--- src/hdl/cau_pkg.sv ---
// Package with shared types and constants for the complex arithmetic unit.
`timescale 1ns / 1ps

package cau_pkg;

    localparam int DataWidth = 16;
    localparam int FracBits  = 8;
    // Full-precision product and sum widths.
    localparam int ProdWidth = 2 * DataWidth;
    localparam int SumWidth  = ProdWidth + 1;
    // Magnitude width of a sum of two products.
    localparam int MagWidth  = SumWidth;
    // Quotient bits produced by the divider.
    localparam int QuoWidth  = MagWidth + FracBits;
    // Divisor (squared magnitude) width.
    localparam int DenWidth  = ProdWidth + 1;
    // Queue depth between the front and the back.
    localparam int QueueDepth = 4;
    localparam int QueuePtrW  = 2;

    typedef enum logic [1:0] {
        ACT_ADD = 2'd0,
        ACT_SUB = 2'd1,
        ACT_MUL = 2'd2,
        ACT_DIV = 2'd3
    } action_t;

    typedef enum logic [1:0] {
        ST_OK   = 2'd0,
        ST_SAT  = 2'd1,
        ST_DIVZ = 2'd2,
        ST_RSVD = 2'd3
    } status_t;

    // Classified item handed from the front to the back.
    typedef struct packed {
        action_t                       action;
        logic                          div_zero;
        logic                          neg_r;
        logic                          neg_i;
        logic [MagWidth-1:0]           mag_r;
        logic [MagWidth-1:0]           mag_i;
        logic [DenWidth-1:0]           den;
    } work_t;

    // Result item.
    typedef struct packed {
        status_t                       status;
        logic signed [DataWidth-1:0]   res_imag;
        logic signed [DataWidth-1:0]   res_real;
    } result_t;

endpackage

--- src/hdl/cau_front.sv ---
// Front end: accepts beats, forms exact products and sums, and classifies each item.
`timescale 1ns / 1ps

module cau_front
(
    input  logic                                  clk,
    input  logic                                  rst_n,
    input  logic                                  in_valid,
    output logic                                  in_ready,
    input  cau_pkg::action_t                      in_action,
    input  logic signed [cau_pkg::DataWidth-1:0]  in_ar,
    input  logic signed [cau_pkg::DataWidth-1:0]  in_ai,
    input  logic signed [cau_pkg::DataWidth-1:0]  in_br,
    input  logic signed [cau_pkg::DataWidth-1:0]  in_bi,
    output logic                                  out_valid,
    input  logic                                  out_ready,
    output cau_pkg::work_t                        out_work
);

    localparam int PW = cau_pkg::ProdWidth;
    localparam int SW = cau_pkg::SumWidth;

    // Stage 1: products registered.
    logic                   s1_valid_reg;
    cau_pkg::action_t       s1_action_reg;
    logic signed [PW-1:0]   p0_reg, p1_reg, p2_reg, p3_reg, p4_reg, p5_reg;
    // Stage 2: classified item registered.
    logic                   s2_valid_reg;
    cau_pkg::work_t         s2_work_reg;
    cau_pkg::work_t         work_next;

    logic adv1, adv2;
    assign adv2     = !s2_valid_reg || out_ready;
    assign adv1     = !s1_valid_reg || adv2;
    assign in_ready = adv1;

    // Multiplier stage: for add/sub the operands pass as products with one.
    always_ff @(posedge clk or negedge rst_n)
    begin
        if (!rst_n)
        begin
            s1_valid_reg <= 1'b0;
        end
        else if (adv1)
        begin
            s1_valid_reg <= in_valid;
        end
    end

    always_ff @(posedge clk)
    begin
        if (adv1 && in_valid)
        begin
            s1_action_reg <= in_action;
            if (in_action == cau_pkg::ACT_ADD || in_action == cau_pkg::ACT_SUB)
            begin
                // Operand parts carried in the first four product slots.
                p0_reg <= PW'(in_ar);
                p1_reg <= PW'(in_ai);
                p2_reg <= PW'(in_br);
                p3_reg <= PW'(in_bi);
            end
            else
            begin
                p0_reg <= PW'(in_ar * in_br);
                p1_reg <= PW'(in_ai * in_bi);
                p2_reg <= PW'(in_ar * in_bi);
                p3_reg <= PW'(in_ai * in_br);
            end
            p4_reg <= PW'(in_br * in_br);
            p5_reg <= PW'(in_bi * in_bi);
        end
    end

    // Sum and classify.
    logic signed [SW-1:0] sum_r, sum_i;
    always_comb
    begin
        case (s1_action_reg)
            cau_pkg::ACT_ADD:
            begin
                sum_r = SW'(p0_reg) + SW'(p2_reg);
                sum_i = SW'(p1_reg) + SW'(p3_reg);
            end
            cau_pkg::ACT_SUB:
            begin
                sum_r = SW'(p0_reg) - SW'(p2_reg);
                sum_i = SW'(p1_reg) - SW'(p3_reg);
            end
            cau_pkg::ACT_MUL:
            begin
                sum_r = SW'(p0_reg) - SW'(p1_reg);
                sum_i = SW'(p2_reg) + SW'(p3_reg);
            end
            default:
            begin
                sum_r = SW'(p0_reg) + SW'(p1_reg);
                sum_i = SW'(p3_reg) - SW'(p2_reg);
            end
        endcase
        work_next.action   = s1_action_reg;
        work_next.neg_r    = sum_r[SW-1];
        work_next.neg_i    = sum_i[SW-1];
        work_next.mag_r    = sum_r[SW-1] ? cau_pkg::MagWidth'(-sum_r)
                                         : cau_pkg::MagWidth'(sum_r);
        work_next.mag_i    = sum_i[SW-1] ? cau_pkg::MagWidth'(-sum_i)
                                         : cau_pkg::MagWidth'(sum_i);
        work_next.den      = cau_pkg::DenWidth'($unsigned(p4_reg))
                           + cau_pkg::DenWidth'($unsigned(p5_reg));
        work_next.div_zero = (s1_action_reg == cau_pkg::ACT_DIV) && (work_next.den == '0);
    end

    always_ff @(posedge clk or negedge rst_n)
    begin
        if (!rst_n)
        begin
            s2_valid_reg <= 1'b0;
        end
        else if (adv2)
        begin
            s2_valid_reg <= s1_valid_reg;
        end
    end

    always_ff @(posedge clk)
    begin
        if (adv2 && s1_valid_reg)
        begin
            s2_work_reg <= work_next;
        end
    end

    assign out_valid = s2_valid_reg;
    assign out_work  = s2_work_reg;

endmodule

--- config.mk ---
export PLATFORM = sky130hd
export DESIGN_NAME = cau_front
export DESIGN_NICKNAME = d
export VERILOG_FILES = /design/src/hdl/cau_pkg.sv /design/src/hdl/cau_front.sv
export SDC_FILE = /design/constraint.sdc
export NUM_CORES = 2
export LEC_CHECK = 0
export BUFFER_PORTS_ARGS = -buffer_cell sky130_fd_sc_hd__buf_4
export CORE_UTILIZATION = 53
export DETAILED_ROUTE_END_ITERATION = 12
export HOLD_SLACK_MARGIN = 0.12
export PLACE_DENSITY = 0.69
export REMOVE_ABC_BUFFERS = 1
export SYNTH_ARGS = -nofsm -noshare
export SYNTH_HDL_FRONTEND = slang
export SYNTH_SLANG_ARGS = --single-unit
--- constraint.sdc ---
create_clock -name clk -period 7 [get_ports clk]
set_input_delay 1.4 -clock clk [delete_from_list [all_inputs] [get_ports clk]]
set_output_delay 1.4 -clock clk [all_outputs]
set_load 0.05 [all_outputs]
==> results.md <==
* # nets final at around 12000
* Worst-path clk slew at about 0.060 ns
* Post-DP HPWL at between 150000 and 200000 um
* Crit path from: in_br[6]
* Slowest CP cell: fa_1
* Final worst path period need at between 7 and 8 ns
* Ports at 176
* Hold WS at around 0.5 ns
* Period utilization at 103.2%
* Remaining Overflow, GRT at 0
* Placer Congestion at ~0.95
* Skew-Pair Late Insertion Delay at 0.65 ns
* Commonest non-fill, non-tap cell in the layout: inv_1
* Async set-reset flop share out of synthesis at less than 1%
* Placed cells at between 10000 and 15000
* Setup crit start kind: primary input
* EDFF count, synth at around 300
* Placed Area at 88200 um2
* DR pass1 iterations at 6
* CP Data Arrival Time at 7.60 ns
* Initial DRC Count at between 4000 and 5000
* Die W at 385.8 um
* Setup Viol. Count Final at 11
* Final Max Tran Viols at 0
* Final WL at 239200 um
* Final Hold Viols at 0
* RSZ-0062 raised after global routing: true
* CTS tree: done
* DRC violations left at 0
* Critical Path Max Stage Delay at ~0.55 ns
* Largest register FFs at between 100 and 150
* Cell area after synthesis at roughly 78000 um2
* Layout area overhead at 19.21%
* Clk_skew at approximately 0.032 ns
* Fmax at 0.1384 GHz
* Initial core utilization at a little over half
* CTS buffer count at between 40 and 50
* CTS root buffer: clkbuf_16
* Normalized max-slew margin at a little over a tenth
* Antenna Nets Post-Route at 0
* Critical Path Fanout Max at 5
* Syn avg cell area at 9.250 um2
* Failing checks: negative setup slack
* Max clock buf depth at 3
* Nature of the critical path endpoint: flop
* Flop2flop setup slack at about 0.35 ns
* R2R Path End: out_work[60]
* Avg Vias per Cell at 5.545
* Share of cells above drive strength 1 at between 10% and 20%
* Layout Cells excl Fill at roughly 11000
* Synth top area share at between 30 and 40%
* Row cnt at 140
* Top FF cell, synth: edfxtp_1
* I/O Buffers at 175
* Worst flop-to-flop path startpoint: p2_reg[8]
* Status: complete, but fails checks
* Setup TNS Final at -0.6793 ns
* Flops & latches, synth at between 200 and 300
* Tightest Pin Transition at 1.338 ns
* Initial antenna violation count at 12
* H-tree levels at 2
* Vias at approximately 63000
* R2r worst-path depth at 22
* DIE AREA at around 150000 um2
* CTS Hold Bufs at 0
* Most frequent cells in the layout: inv_1 (1830), fa_1 (1484), buf_4 (1074)
* First-pass GRT wire length at between 300000 and 400000 um
* Cell area after layout at about 93000 um2
* DIE HEIGHT at between 300 and 400 um
* Sequential fraction of the synthesis area at a little under an eighth
* Critical path class: in2reg
* Hold crit path type: reg2reg
* Largest net degree at the start of global routing at about 110
* Area contributors post-synth: fa_1 (39%), edfxtp_1 (11%), ha_1 (10%)
* Worst setup path endpoint: p3_reg[31]
* Max_cap viols at 0
* Cells after Synth at ~8400
* Required time worst endpoint at ~7.4 ns
* # clock sinks at ~300
* Synth area leader: fa_1
* Ys Warns at 0
* Setup ws final at -0.2247 ns
* Count of different cell masters after synthesis at 94
* Vias in the first global route at about 66000
* Filler instances at 11870
* DR WL/cell at between 20 and 25 um
* Total GRT Usage at around a third
* Core Area at 145900 um2
## synthesized netlist by cell type, types with 47 or more instances
cell type / number
nor2_1: 359
and2_1: 578
nand2_1: 800
edfxtp_1: 296
ha_1: 633
a21oi_1: 280
nand3_1: 87
o21ai_0: 229
nand2b_1: 77
nor2b_1: 47
nor3_1: 80
xnor2_1: 266
a21o_1: 152
xor2_1: 112
inv_1: 1880
fa_1: 1530
clkbuf_1: 329
## critical path, delay by kind of cell
| kind | cells | cell delay (ns) |
|---|---|---|
| AOI/OAI and AO/OA | 11 | 2.18 |
| xor gates and xnor gates | 1 | 0.19 |
| adders and majority gates | 7 | 3.20 |
| buffers and inverters | 5 | 0.49 |
| and+or+nand+nor | 1 | 0.13 |
## through the flow
step | utilization, % | setup slack (ns)
floorplan | - | -1.612
global placement | 60.45 | -1.231
detailed placement | 60.45 | -1.313
CTS | 62.59 | -0.1539
global route | 63.78 | -0.3368
finish | 63.79 | -0.2247
## final cells by class
cell class / instances / area (um2) / area share (%)
Timing Repair Buffer: 1243 / 10890 / 11.70
Inverter: 1887 / 7097 / 7.624
Clock buffer: 48 / 1074 / 1.153
Clock inverter: 29 / 379.1 / 0.4073
Multi-Input combinational cell: 5903 / 62300 / 66.93
Sequential cell: 298 / 8939 / 9.603
Antenna cell: 4 / 10.01 / 0.01075
Tap cell: 1917 / 2399 / 2.577
## per-layer routing
layer | track usage [%] | part of all wire, %
met4 | 14.59 | 5.6
met2 | 53.38 | 47
met3 | 5.190 | 7.6
met5 | 0 | 0.0054
met1 | 42.52 | 40
## how the worst min path moves through the flow
stage / start / endpoint / slack [ns] / cells after the start
2_1_floorplan: s1_valid_reg / out_valid / 0.45 / 1
3_3_place_gp: s1_valid_reg / out_valid / 0.48 / 1
3_5_place_dp: s1_valid_reg / out_valid / 0.49 / 1
4_1_cts: rst_n / s1_valid_reg / 0.51 / 1
5_1_grt: rst_n / s1_valid_reg / 0.52 / 1
6_report: s1_valid_reg / out_valid / 0.50 / 1
## cells by family after synthesis
kind of cell | synth area share, %
adders and majority gates | 49.37
DFF | 11.45
and+or+nand+nor | 14.00
muxes | 1.487
buffers and inverters | 10.79
AOI/OAI and AO/OA | 8.648
xor gates and xnor gates | 4.261
## what timing repair did
action	in CTS	in global routing
pin swaps	133	238
gates resized for setup	230	344
endpoints found under the setup margin	49	62
cloned	9	3
setup buffers	54	43
Power is not shown: default switching activity piles up to over one toggle a cycle in this logic, so the estimate is an artifact.
